--- config.mk ---
export PLATFORM = sky130hd
export DESIGN_NAME = ptte_ctrl
export DESIGN_NICKNAME = d
export VERILOG_FILES = /design/src/rtl/core/ptte_pkg.sv /design/src/rtl/core/ptte_ctrl.sv
export SDC_FILE = /design/constraint.sdc
export NUM_CORES = 1
export LEC_CHECK = 0
export BUFFER_PORTS_ARGS = -buffer_cell sky130_fd_sc_hd__buf_2
export CORE_AREA = 2 2 39 41
export DETAILED_ROUTE_END_ITERATION = 16
export DIE_AREA = 0 0 41 43
export PLACE_DENSITY_LB_ADDON = 0.08
export REMOVE_ABC_BUFFERS = 1
export SYNTH_ARGS = -nofsm -noshare
export SYNTH_HDL_FRONTEND = slang
export SYNTH_SLANG_ARGS = --single-unit
export TNS_END_PERCENT = 10
--- constraint.sdc ---
create_clock -name clk -period 1.81 [get_ports clk]
set_input_delay 0.362 -clock clk [delete_from_list [all_inputs] [get_ports clk]]
set_output_delay 0.362 -clock clk [all_outputs]
set_load 0.02 [all_outputs]
--- src/rtl/core/ptte_pkg.sv ---
// Shared types and constants for the periodic task and timer tick engine.
// No dependencies.
`default_nettype none

package ptte_pkg;

    localparam int unsigned MAX_SLOTS_DEF       = 32;
    localparam int unsigned MAX_DOWN_TIMERS_DEF = 32;
    localparam int unsigned TIME_W              = 32;
    localparam int unsigned CFG_W               = 16;
    localparam int unsigned CFG_IDX_W           = 2;

    localparam logic [CFG_IDX_W-1:0] CFG_TICK_STEP     = 2'd0;
    localparam logic [CFG_IDX_W-1:0] CFG_ACTIVE_TASKS  = 2'd1;
    localparam logic [CFG_IDX_W-1:0] CFG_ACTIVE_TIMERS = 2'd2;

    typedef enum logic [3:0] {
        OP_TICK         = 4'd0,
        OP_CFG_TASK     = 4'd1,
        OP_START_TASK   = 4'd2,
        OP_STOP_TASK    = 4'd3,
        OP_SET_PERIOD   = 4'd4,
        OP_CFG_TIMER    = 4'd5,
        OP_START_TIMER  = 4'd6,
        OP_STOP_TIMER   = 4'd7,
        OP_RELOAD_TIMER = 4'd8,
        OP_READ_TIMER   = 4'd9
    } op_t;

    // Controller to datapath commands
    typedef struct packed {
        logic       latch;      // capture input transaction
        logic       single;     // apply single-entry operation
        logic       timer_step; // process timer at walk index
        logic       task_step;  // process task at walk index
        logic       walk_clr;   // reset walk index
        logic       walk_inc;   // advance walk index
    } dp_cmd_t;

    // Datapath to controller status
    typedef struct packed {
        logic       is_tick;
        logic       timer_last; // walk index at or past timer limit
        logic       task_last;  // walk index at or past task limit
    } dp_stat_t;

endpackage

`default_nettype wire

--- src/rtl/core/ptte_ctrl.sv ---
// Tick sequencer: takes a transaction, applies it or walks timers then tasks.
// Depends on ptte_pkg.
`default_nettype none

module ptte_ctrl
    import ptte_pkg::*;
(
    input  wire logic     clk,
    input  wire logic     rst_n,
    input  wire logic     in_valid,
    output logic          in_stall,
    output logic          out_valid,
    input  wire logic     out_stall,
    input  wire dp_stat_t stat,
    output dp_cmd_t       cmd
);

    typedef enum logic [2:0] {
        ST_IDLE,
        ST_DECODE,
        ST_TIMERS,
        ST_TASKS,
        ST_DONE
    } state_t;

    state_t state_reg, state_next;
    logic   out_valid_reg, out_valid_next;

    assign in_stall  = (state_reg != ST_IDLE);
    assign out_valid = out_valid_reg;

    // Next state and commands
    always_comb
    begin
        state_next     = state_reg;
        out_valid_next = out_valid_reg;
        cmd            = '0;
        if (out_valid_reg && !out_stall)
        begin
            out_valid_next = 1'b0;
        end
        unique case (state_reg)
            ST_IDLE:
            begin
                if (in_valid)
                begin
                    cmd.latch  = 1'b1;
                    state_next = ST_DECODE;
                end
            end
            ST_DECODE:
            begin
                cmd.walk_clr = 1'b1;
                if (stat.is_tick)
                begin
                    state_next = ST_TIMERS;
                end
                else
                begin
                    cmd.single = 1'b1;
                    state_next = ST_DONE;
                end
            end
            ST_TIMERS:
            begin
                if (stat.timer_last)
                begin
                    cmd.walk_clr = 1'b1;
                    state_next   = ST_TASKS;
                end
                else
                begin
                    cmd.timer_step = 1'b1;
                    cmd.walk_inc   = 1'b1;
                end
            end
            ST_TASKS:
            begin
                if (stat.task_last)
                begin
                    state_next = ST_DONE;
                end
                else
                begin
                    cmd.task_step = 1'b1;
                    cmd.walk_inc  = 1'b1;
                end
            end
            ST_DONE:
            begin
                // wait for the output register to free up
                if (!out_valid_next)
                begin
                    out_valid_next = 1'b1;
                    state_next     = ST_IDLE;
                end
            end
            default:
            begin
                state_next = ST_IDLE;
            end
        endcase
    end

    // Hold state and registered outputs
    always_ff @(posedge clk or negedge rst_n)
    begin
        if (!rst_n)
        begin
            state_reg     <= ST_IDLE;
            out_valid_reg <= 1'b0;
        end
        else
        begin
            state_reg     <= state_next;
            out_valid_reg <= out_valid_next;
        end
    end

endmodule

`default_nettype wire

## Yosys cells after proc, flatten, opt, wreduce, memory -nomap -nowiden

Index checks and enable logic that the tools add are counted.

| operators by class | value |
|---|---|
| reductions and logical operators | 5 |
| multiplexer cells | 19 |
| equality and inequality tests | 8 |

Operators with widths:

| kind | number |
|---|---|
| $mux 3 | 5 |
| $pmux 3 s5 | 1 |
| $mux 1 | 11 |
| $ne 2x2->1 const B | 4 |
| $eq 3x2->1 const B | 2 |
| $pmux 1 s2 | 2 |
| $reduce_and 4->1 | 1 |
| $eq 3x1->1 const B | 1 |
| $eq 3x3->1 const B | 1 |
| $logic_not 3->1 | 1 |
| $reduce_bool 3->1 | 1 |
| $logic_and 1x1->1 | 1 |
| $logic_not 1->1 | 1 |

| storage, ports and cells | value |
|---|---|
| register bits after elaboration | 4 |
| logic and storage cells | 34 |

## Longest topological paths before layout

Gate-level depths: netlist (run 1).

| logic depth | value |
|---|---|
| depth in word-level cells | 5 |
| gate-level depth with buffers | 4 |
| depth with buffers taken out | 3 |

## Least setup slack after synthesis (run 1)

Ideal clock, no wire load.

| timing path | value |
|---|---|
| path kind | reg2out |
| start point | register state_reg[1] |
| end point | output port cmd[0] (netlist bit) |
| path buffers | 1 |
| arrival | 1.295 ns |
| path slack | 0.153 ns |
| stages on the path, launching flop included | 4 |
| required time | 1.448 ns |
| cells stage by stage | dfrtp_1 -> buf_6 -> or2b_2 -> nor3b_1 |

RTL lines:

| element | line | source |
|---|---|---|
| from (decl) | ptte_ctrl.sv:26 | `state_t state_reg, state_next;` |
| from (signal assigned) | ptte_ctrl.sv:115 | `state_reg <= state_next;` |
| to (decl) | ptte_ctrl.sv:15 | `output dp_cmd_t cmd` |

==> results of run 1 <==
worst max-delay path: cells and delay by family, from the launching register on:
| family | cells | cell delay, ps |
|---|---|---|
| flip-flops | 1 | 400 |
| AND/OR/NAND/NOR | 2 | 520 |
| buffers and inverters | 1 | 190 |
cells in the final DEF, fill, tap and decap left out, drive strengths merged:
cell and instances:
nand2b 1, and4 1, nor3 3, clkbuf 3, or2b 1, nor2 3
dlygate4sd3 1, nand2 3, a21oi 4, nand3b 1, buf 16, a22o 1
nor3b 1, or3 2, a211oi 1, nor2b 1, dfrtp 4, inv 3
worst max path at each step:
stage                                        start  cells after the start      to  slack, ps
after floorplan           state_reg[1]$_DFFE_PN0P_                      2  cmd[0]        150
after global placement    state_reg[1]$_DFFE_PN0P_                      3  cmd[0]        290
after detailed placement  state_reg[1]$_DFFE_PN0P_                      3  cmd[0]        270
after CTS                 state_reg[1]$_DFFE_PN0P_                      3  cmd[0]          8
after global routing      state_reg[0]$_DFFE_PN0P_                      4  cmd[1]         20
final                     state_reg[1]$_DFFE_PN0P_                      3  cmd[0]         90
cell usage after synthesis:
cell type  instances  area, µm²
nor3_1             3       15.0
and4_1             1       8.76
nor3b_1            1       7.51
or3_1              2       12.5
nor2_1             3       11.3
a22o_1             1       8.76
nand3b_1           1       7.51
buf_4              1       7.51
buf_6              1       11.3
nor2b_1            1       6.26
dfrtp_1            4        100
inv_1              3       11.3
a21oi_1            4       20.0
nand2_1            3       11.3
nand2b_1           1       6.26
a211oi_1           1       7.51
or2b_2             1       8.76
cells by family (layout without fill, tap and decap cells):
group,count (synthesis),in the layout,synth area share
and+or+nand+nor,17,17,0.364
DFF,4,4,0.383
AOI/OAI and AO/OA,6,6,0.139
buffers and inverters,5,23,0.115
layer usage:
layer  GRT usage  part of all wire  up-vias
li1            -                 -      148
met1       0.107              0.45      137
met2       0.116              0.50        6
met3      0.0314             0.049        0
met4      0.0400                 0        0
met5           0                 0        -
per-stage QoR:
step | hold slack, ps | utilization | worst slack (ps) | cells | power [mW]
5_1_grt | 385 | 0.276 | 19.0 | 66 | 0.726
4_1_cts | 371 | 0.269 | 7.56 | 65 | 0.670
3_5_place_dp | 172 | 0.246 | 265 | 61 | 0.553
6_report | 381 | 0.276 | 93.9 | 66 | 0.670
2_1_floorplan | 66.4 | - | 155 | 30 | 0.417
3_3_place_gp | 171 | 0.246 | 288 | 61 | 0.553
timing repair:
item / 4_1_cts / 5_1_grt
buffers inserted: 0 / 1
gates resized for setup: 0 / 1
endpoints found under the hold margin: 4 / 0
setup endpoints to repair: 0 / 2
hold buffers: 1 / 0
cell type report:
cell class	count	share of cell area
flip-flops and latches	4	0.266
multi-input cells	23	0.344
well taps	16	0.0525
inverters	3	0.0295
repair buffers	17	0.249
clock buffers	3	0.0590
power groups by stage:
stage	registers (mW)	logic, mW	clock network [mW]
finish	0.187	0.374	0.109
global placement	0.192	0.361	0
CTS	0.187	0.368	0.115
detailed placement	0.188	0.364	0
global route	0.196	0.409	0.121
floorplan	0.197	0.221	0
==> Implementation_results.wiki, run 1 <==
{| class="wikitable"
! Metric !! Value
|-
| DRC violations left || 0
|-
| Gr usage total || 0.0827
|-
| Crit path cell chain || or2b_2 > nor3b_1 > buf_2
|-
| Cell area after layout || 382 µm²
|-
| Tightest Pin Transition || 271 ps
|-
| Pin count of the biggest net entering global routing || 10
|-
| Number of stages on the worst hold path || 2
|-
| Setup total negative slack || 0 ps
|-
| CP peak stage delay || 400 ps
|-
| Sequential share of the synthesized area || 0.383
|-
| Reg-to-Reg End || state_reg[2]$_DFFE_PN0P_
|-
| Gate Count Post-Synth || 32
|-
| Min cycle time layout || 1720 ps
|-
| Clock Skews || 3.28 ps
|-
| Register clock-pin slew on the reported worst setup and hold paths || 30 ps
|-
| Initial antenna violation count || 0
|-
| Relative slew slack || 0.819
|-
| Final Net Count || 59
|-
| Number of distinct standard cells referenced by the synthesized netlist || 17
|-
| Max Fclk || 583 MHz
|-
| Placed instance area || 340 µm²
|-
| Combined area of the multi-input logic cells || 131 µm²
|-
| Routability cong. || 0.722
|-
| ANT nets after route || 0
|-
| Count of inserted antenna diode cells || 0
|-
| P_sw || 0.308 mW
|-
| Pre-Repair DR Iteration Count || 2
|-
| Leakage || 0.203 nW
|-
| Max-slew violation total from the final report || 0
|-
| Path class of the lowest-slack min-delay path || primary input to register
|-
| RSZ-0062 raised after global routing || no
|-
| Setup crit start kind || register
|-
| Clock insertion delay at the later pin of the skew report || 230 ps
|-
| Max stage delay cell, worst path || dfrtp_2
|-
| Share of total power consumed by net switching || 0.460
|-
| Final critical-path share of the clock period || 0.948
|-
| Wire length of the first global-routing pass || 986 µm
|-
| Run status || complete, no violations
|-
| Count of synthesis-stage warnings from yosys || 0
|-
| Total gr overflow || 0
|-
| Drt first-iter violations || 4
|-
| Mean Syn Cell Area || 8.17 µm²
|-
| Vias || 291
|-
| Reg-to-Reg Start || state_reg[0]$_DFFE_PN0P_
|-
| Effective utilization at floorplan || 0.189
|-
| Largest vdd supply drop || 0.000606 V
|-
| Placeable Area || 1380 µm²
|-
| Buffer depth of the longest clock path || 2
|-
| Routed length per instance || 9.68 µm
|-
| Area Growth Syn to Fin || 45.9%
|-
| Maxcap violations || 0
|-
| Highest fanout seen on the critical path || 8
|-
| IO Pins || 15
|-
| HPWL Detailed || 531 µm
|-
| Total power density per cell area || 1760 nW/µm²
|-
| Proportion of layout cells with a drive suffix above 1 || 0.420
|-
| Flop2flop setup slack || 620 ps
|-
| Sequential share of power || 0.279
|-
| Beginning of the worst hold path || out_stall
|-
| Part of the power in combinational logic || 0.558
|-
| Critical Path AT || 1350 ps
|-
| Die outline height || 43 µm
|-
| Number of filler instances in the final layout || 163
|-
| Hold-critical path endpoint || out_valid$_DFF_PN0_
|-
| Via density || 4.41
|-
| Clock root buffer || clkbuf_4
|-
| Required arrival time at the worst endpoint || 1450 ps
|-
| Startpoint-to-endpoint class of the critical path || register to primary output
|-
| Cell area after synthesis || 262 µm²
|-
| Width of the chip || 41 µm
|-
| TritonCTS buffer count || 3
|-
| Die Footprint || 1760 µm²
|-
| Flip-flop and latch count after synthesis || 4
|-
| Largest register FFs || 3
|-
| Number of endpoints failing setup at the final stage || 0
|-
| Final Hold Viols || 0
|-
| Internal power || 0.362 mW
|-
| Number of global-route vias before repair || 239
|-
| # port buffers || 14
|-
| Clock Power Share || 0.162
|-
| Num Clock Sinks || 4
|-
| Endpoint class of the critical path || primary output
|-
| R2R depth || 3
|-
| H-Tree Level Count || 1
|-
| Area taken by flip-flops and latches || 101 µm²
|-
| CTS tree || built
|-
| Number of cell rows || 14
|-
| Aggregate routed wire length || 639 µm
|}
Note: power is estimated with default switching activity, not from simulation.
==> run 2: changes to the inputs <==
--- a/config.mk
+++ b/config.mk
@@ -6,4 +6,5 @@
 export NUM_CORES = 1
 export LEC_CHECK = 0
+export ABC_AREA = 1
 export BUFFER_PORTS_ARGS = -buffer_cell sky130_fd_sc_hd__buf_2
 export CORE_AREA = 2 2 39 41
==> constraint.sdc (replaced) <==
create_clock -name clk -period 1.81 [get_ports clk]
set_input_delay 0.181 -clock clk [delete_from_list [all_inputs] [get_ports clk]]
set_output_delay 0.181 -clock clk [all_outputs]
set_load 0.02 [all_outputs]
==> Implementation_results.wiki, run 2 <==
{| class="wikitable"
! Metric !! Value
|-
| Endpoint class of the critical path || primary output
|-
| Initial antenna violation count || 0 (unchanged)
|-
| Area taken by flip-flops and latches || 100 µm² (-1.2%)
|-
| Final Net Count || 70 (+19%)
|-
| Number of endpoints failing setup at the final stage || 0 (unchanged)
|-
| Reg-to-Reg Start || state_reg[1]$_DFFE_PN0P_
|-
| Post-synthesis async set-or-reset flop share || 1.00 (unchanged)
|-
| Number of cell rows || 14 (unchanged)
|-
| Routability cong. || 0.676 (-6.3%)
|-
| Aggregate routed wire length || 629 µm (-1.6%)
|-
| Largest vdd supply drop || 0.000576 V (-5.0%)
|-
| Total gr overflow || 0 (unchanged)
|-
| HPWL Detailed || 537 µm (+1.1%)
|-
| Total power density per cell area || 1830 nW/µm² (+4.2%)
|-
| Cell total after placement || 73 (+20%)
|-
| Area Growth Syn to Fin || 44.3%
|-
| Hold-fix buffers, CTS || 1 (unchanged)
|-
| Combined area of the multi-input logic cells || 146 µm² (+11%)
|-
| R2R depth || 7 (+4)
|-
| Pre-Repair DR Iteration Count || 2 (unchanged)
|-
| Top cells by area, synth || dfrtp_1 (36%), nand2_1 (19%), inv_1 (11%)
|-
| Proportion of layout cells with a drive suffix above 1 || 0.393 (-0.0266)
|-
| Leakage || 0.264 nW (+30%)
|-
| Largest area contributor in the synthesized netlist || dfrtp_1
|-
| Top cell by count, worst path || nand2_1
|-
| Worst hold slack || 175 ps (-206 ps)
|-
| Crit path cell chain || inv_1 > nor3_1 > nand2_1 > nand2_1 > buf_2
|-
| RSZ-0062 raised after global routing || no
|-
| Sequential share of the synthesized area || 0.362 (-0.0208)
|-
| Critical Path AT || 1270 ps (-80 ps)
|-
| Synth top area share || 0.362 (-0.0208)
|-
| Worst slack at placement || 591 ps (+326 ps)
|-
| Pin count of the biggest net entering global routing || 8 (-2)
|-
| Number of gates resized after CTS || 0 (unchanged)
|-
| Cell area after layout || 399 µm² (+4.6%)
|-
| Startpoint-to-endpoint class of the critical path || register to primary output
|-
| Buffer depth of the longest clock path || 2 (unchanged)
|-
| Routed length per instance || 8.17 µm (-16%)
|-
| Flop2flop setup slack || 700 ps (+80 ps)
|-
| Clock insertion delay at the later pin of the skew report || 230 ps (about the same)
|-
| Count of flip-flops with a built-in enable after synthesis || 0 (unchanged)
|-
| Via density || 4.10 (-6.9%)
|-
| Register clock-pin slew on the reported worst setup and hold paths || 40 ps (about the same)
|-
| TritonCTS buffer count || 3 (unchanged)
|-
| Run status || complete, no violations
|-
| # port buffers || 14 (unchanged)
|-
| Highest fanout seen on the critical path || 7 (-1)
|-
| Wire length of the first global-routing pass || 1.03 mm (+4.3%)
|-
| Clock root buffer || clkbuf_4
|-
| Tightest Pin Transition || 254 ps (-17.6 ps)
|-
| Most frequent cell after synthesis || nand2_1
|-
| Effective utilization at floorplan || 0.200 (+0.0108)
|-
| Reg-to-Reg End || state_reg[2]$_DFFE_PN0P_
|-
| Num Clock Sinks || 4 (unchanged)
|-
| Power, Total || 0.731 mW (+9.0%)
|-
| Die outline height || 43 µm (unchanged)
|-
| Number of filler instances in the final layout || 168 (+3.1%)
|-
| Mean Syn Cell Area || 6.43 µm² (-21%)
|-
| Post-Route Utilization || 0.288 (+0.0127)
|-
| Flip-flop and latch count after synthesis || 4 (unchanged)
|-
| Die Footprint || 1760 µm² (unchanged)
|-
| Gate Count Post-Synth || 43 (+34%)
|-
| Vias || 316 (+8.6%)
|-
| Maxcap violations || 0 (unchanged)
|-
| Width of the chip || 41 µm (unchanged)
|-
| Count of inserted antenna diode cells || 0 (unchanged)
|-
| CTS tree || built
|-
| DRC violations left || 0 (unchanged)
|-
| Final Hold Viols || 0 (unchanged)
|-
| Worst setup path startpoint || state_reg[1]$_DFFE_PN0P_
|-
| CP peak stage delay || 380 ps (-20 ps)
|-
| Drt first-iter violations || 4 (unchanged)
|-
| Post-route insts no fill || 77 (+17%)
|-
| ANT nets after route || 0 (unchanged)
|-
| Placeable Area || 1380 µm² (unchanged)
|-
| Max Fclk || 687 MHz (+18%)
|-
| Setup crit start kind || register
|-
| Count of synthesis-stage warnings from yosys || 0 (unchanged)
|-
| Final critical-path share of the clock period || 0.804 (-0.145)
|-
| Top library cells by usage in the layout, fill and taps aside || nand2_1 (14), buf_2 (14), inv_1 (8), nor2_1 (5)
|-
| Max-slew violation total from the final report || 0 (unchanged)
|-
| Largest register FFs || 3 (unchanged)
|-
| Path class of the lowest-slack min-delay path || primary input to register
|-
| Required arrival time at the worst endpoint || 1630 ps (+180 ps)
|-
| Max stage delay cell, worst path || dfrtp_1
|-
| Placed instance area || 367 µm² (+7.7%)
|-
| Cell area after synthesis || 277 µm² (+5.7%)
|-
| Min cycle time layout || 1450 ps (-262 ps)
|-
| Beginning of the worst hold path || out_stall
|-
| H-Tree Level Count || 1 (unchanged)
|-
| Critical Path End || cmd[1]
|-
| Relative slew slack || 0.830 (+0.0104)
|-
| IO Pins || 15 (unchanged)
|-
| Top post-synthesis cells by count || nand2_1 (14), inv_1 (8), nor2_1 (5)
|-
| Number of global-route vias before repair || 270 (+13%)
|-
| Buffer count from post-CTS setup fixing || 0 (unchanged)
|-
| Flip-flop cell with the highest count after synthesis || dfrtp_1
|-
| Gr usage total || 0.0888 (+0.00614)
|-
| Setup total negative slack || 0 ps (unchanged)
|-
| Worst setup slack after layout || 355 ps (+262 ps)
|-
| Clock Skews || 2.58 ps (-0.700 ps)
|-
| Number of distinct standard cells referenced by the synthesized netlist || 11 (-6)
|}
## run 2: final cells by class
| class | instances | area share |
|---|---|---|
| timing repair buffer | 15 | 0.201 |
| sequential | 4 | 0.251 |
| inverter | 8 | 0.0752 |
| multi-input combinational | 31 | 0.367 |
| clock buffer | 3 | 0.0564 |
| tap | 16 | 0.0502 |
## run 2: worst max-delay path, delay by kind of cell (launching register included)
| family | cells | cell delay, ps |
|---|---|---|
| flops | 1 | 380 |
| buf+inv | 2 | 290 |
| simple gates | 3 | 380 |
## run 2: cell families after synthesis
logic type / after synthesis / share of synthesized area
flip-flops: 4 / 0.362
AO/OA/AOI/OAI: 2 / 0.0452
buffers and inverters: 8 / 0.109
AND/OR/NAND/NOR: 29 / 0.484
## run 2: routing by layer
layer | track usage | up-vias | wire length [µm]
li1 | - | 166 | -
met5 | 0 | - | 0
met3 | 0.0314 | 0 | 40
met1 | 0.127 | 141 | 299
met2 | 0.106 | 9 | 289
met4 | 0.0600 | 0 | 0
## run 2: power breakdown
group          internal, mW  leakage, nW  switching, mW
Combinational         0.147        0.198          0.291
Sequential            0.135       0.0516         0.0482
Clock                0.0741       0.0138         0.0353
## run 2: how the worst min path moves through the flow
stage,end,cells past startpoint
2_1_floorplan,out_valid$_DFF_PN0_,0
4_1_cts,out_valid$_DFF_PN0_,3
6_report,out_valid$_DFF_PN0_,3
5_1_grt,out_valid$_DFF_PN0_,3
3_5_place_dp,out_valid$_DFF_PN0_,1
3_3_place_gp,out_valid$_DFF_PN0_,1
==> run 3: changes to the inputs <==
Settings changed: ABC_AREA 1 to 0.
Clock period 1.81 ns to 1.37 ns, I/O delays scaled along.
==> Implementation_results.wiki, run 3 (same netlist as run 1, synthesis figures left out) <==
{| class="wikitable"
! Metric !! Value
|-
| Path class of the lowest-slack min-delay path || primary input to register
|-
| HPWL Detailed || 521 µm (-2.9%)
|-
| Min cycle time layout || 1400 ps
|-
| Critical Path AT || 1260 ps (about the same)
|-
| Number of global-route vias before repair || 309 (+14%)
|-
| Via density || 4.34 (+5.8%)
|-
| Top library cells by usage in the layout, fill and taps aside || buf_4 (10), buf_2 (8)
|-
| Startpoint-to-endpoint class of the critical path || register to primary output
|-
| Drt first-iter violations || 1 (-3)
|-
| Tightest Pin Transition || 194 ps (-59.2 ps)
|-
| Clock root buffer || clkbuf_4
|-
| Routability cong. || 0.706 (+4.3%)
|-
| Violations in the final reports || negative setup slack
|-
| Combined area of the multi-input logic cells || 181 µm² (+24%)
|-
| Crit path cell chain || or3_4 > nor2_1 > buf_4
|-
| Gr usage total || 0.107 (+0.0181)
|-
| Num Clock Sinks || 4 (unchanged)
|-
| Leakage || 0.239 nW (-9.5%)
|-
| Count of inserted antenna diode cells || 0 (unchanged)
|-
| Number of filler instances in the final layout || 162 (-3.6%)
|-
| Relative slew slack || 0.870 (+0.0400)
|-
| CTS tree || built
|-
| Final Hold Viols || 0 (unchanged)
|-
| Worst slack at placement || 86.5 ps (-505 ps)
|-
| DRC violations left || 0 (unchanged)
|-
| Setup crit start kind || register
|-
| Placeable Area || 1380 µm² (unchanged)
|-
| Register clock-pin slew on the reported worst setup and hold paths || 40 ps (about the same)
|-
| CP peak stage delay || 420 ps (+40 ps)
|-
| Total power density per cell area || 2330 nW/µm² (+27%)
|-
| # port buffers || 14 (unchanged)
|-
| Bufs and invs on worst path || 1 (-1)
|-
| Wire length of the first global-routing pass || 1.24 mm (+20%)
|-
| TritonCTS buffer count || 3 (unchanged)
|-
| Pre-Repair DR Iteration Count || 2 (unchanged)
|-
| Routed length per instance || 10.9 µm (+33%)
|-
| Cell total after placement || 62 (-15%)
|-
| Pin count of the biggest net entering global routing || 7 (-1)
|-
| Final Net Count || 63 (-10%)
|-
| Highest fanout seen on the critical path || 5 (-2)
|-
| Buffer depth of the longest clock path || 2 (unchanged)
|-
| Die outline height || 43 µm (unchanged)
|-
| Run status || finished, violations left
|-
| Proportion of layout cells with a drive suffix above 1 || 0.648 (+0.255)
|-
| Most common cell after layout, fill and taps aside || buf_4
|-
| Max Fclk || 715 MHz
|-
| Vias || 304 (-3.8%)
|-
| Aggregate routed wire length || 761 µm (+21%)
|-
| Area taken by flip-flops and latches || 103 µm² (+2.5%)
|-
| Maxcap violations || 0 (unchanged)
|-
| Effective utilization at floorplan || 0.189 (-0.0108)
|-
| Max stage delay cell, worst path || dfrtp_2
|-
| Area Growth Syn to Fin || 85.6%
|-
| Number of endpoints failing setup at the final stage || 2 (+2)
|-
| Clock insertion delay at the later pin of the skew report || 230 ps (about the same)
|-
| Endpoint class of the critical path || primary output
|-
| Number of cell rows || 14 (unchanged)
|-
| Largest register FFs || 3 (unchanged)
|-
| Max-slew violation total from the final report || 0 (unchanged)
|-
| Post-route insts no fill || 70 (-9.1%)
|-
| Power, Total || 1.13 mW (+55%)
|-
| Cell family contributing the most delay on the critical path || simple AND/OR/NAND/NOR gates
|-
| Width of the chip || 41 µm (unchanged)
|-
| Die Footprint || 1760 µm² (unchanged)
|-
| Clock Skews || 3.36 ps (+0.776 ps)
|-
| Setup total negative slack || -45.8 ps (-45.8 ps)
|-
| IO Pins || 15 (unchanged)
|-
| Required arrival time at the worst endpoint || 1230 ps (-400 ps)
|-
| Worst setup slack after layout || -29.3 ps (-385 ps)
|-
| H-Tree Level Count || 1 (unchanged)
|-
| Total gr overflow || 0 (unchanged)
|-
| Final critical-path share of the clock period || 1.02
|-
| Worst hold slack || 153 ps (-21.8 ps)
|-
| RSZ-0062 raised after global routing || yes
|-
| ANT nets after route || 0 (unchanged)
|-
| Initial antenna violation count || 0 (unchanged)
|-
| Largest vdd supply drop || 0.000774 V (+34%)
|}
run 3: cell types whose count changed in the layout (fill, tap and decap cells not counted), moves of 4 or more:
cell | previous run | this run
nand2_1 | 14 | 2
inv_1 | 8 | 3
buf_4 | 0 | 10
buf_2 | 14 | 8
nor2_2 | 4 | 0
run 3: cell type report:
| cell class | instances | area share |
|---|---|---|
| Sequential cell | 4 | 0.211 |
| Clock buffer | 3 | 0.0464 |
| Timing Repair Buffer | 21 | 0.304 |
| Tap cell | 16 | 0.0412 |
| Multi-Input combinational cell | 23 | 0.374 |
| Inverter | 3 | 0.0232 |
run 3: worst paths after layout:
check / startpoint / end / slack [ps] / depth (start not counted)
min in group asynchronous: rst_n / out_valid$_DFF_PN0_ / 240 / 2
max: state_reg[0]$_DFFE_PN0P_ / cmd[5] / -30 / 3
max in group asynchronous: rst_n / state_reg[1]$_DFFE_PN0P_ / 1000 / 2
min: out_stall / out_valid$_DFF_PN0_ / 150 / 2
min reg2reg: state_reg[1]$_DFFE_PN0P_ / state_reg[0]$_DFFE_PN0P_ / 530 / 1
max reg2reg: state_reg[0]$_DFFE_PN0P_ / state_reg[2]$_DFFE_PN0P_ / 50 / 5
run 3: routing by layer:
metal | vias to the layer above | share of wire | track usage
met5 | - | 0 | 0
met4 | 0 | 0.017 | 0.0600
met3 | 2 | 0.062 | 0.0471
met2 | 10 | 0.51 | 0.150
met1 | 138 | 0.41 | 0.130
li1 | 154 | - | -
run 3: report_power, final:
part	leakage (nW)	switching, mW	internal [mW]	total (mW)
Clock	0.0138	0.0444	0.0977	0.142
Combinational	0.176	0.382	0.368	0.750
Sequential	0.0494	0.0612	0.179	0.240
run 3: timing repair:
| action | CTS | global route |
|---|---|---|
| hold endpoints to repair | 4 | 0 |
| resized for setup | 15 | 6 |
| hold buffers | 1 | 0 |
| setup endpoints to repair | 7 | 8 |
| pin swaps | 3 | 1 |
| buffers inserted | 4 | 0 |
run 3: stage by stage:
stage | instance area, µm² | utilization
after detailed placement | 348 | 0.251
final | 485 | 0.351
after CTS | 465 | 0.336
after global routing | 485 | 0.351
after floorplan | 243 | -
after global placement | 348 | 0.251
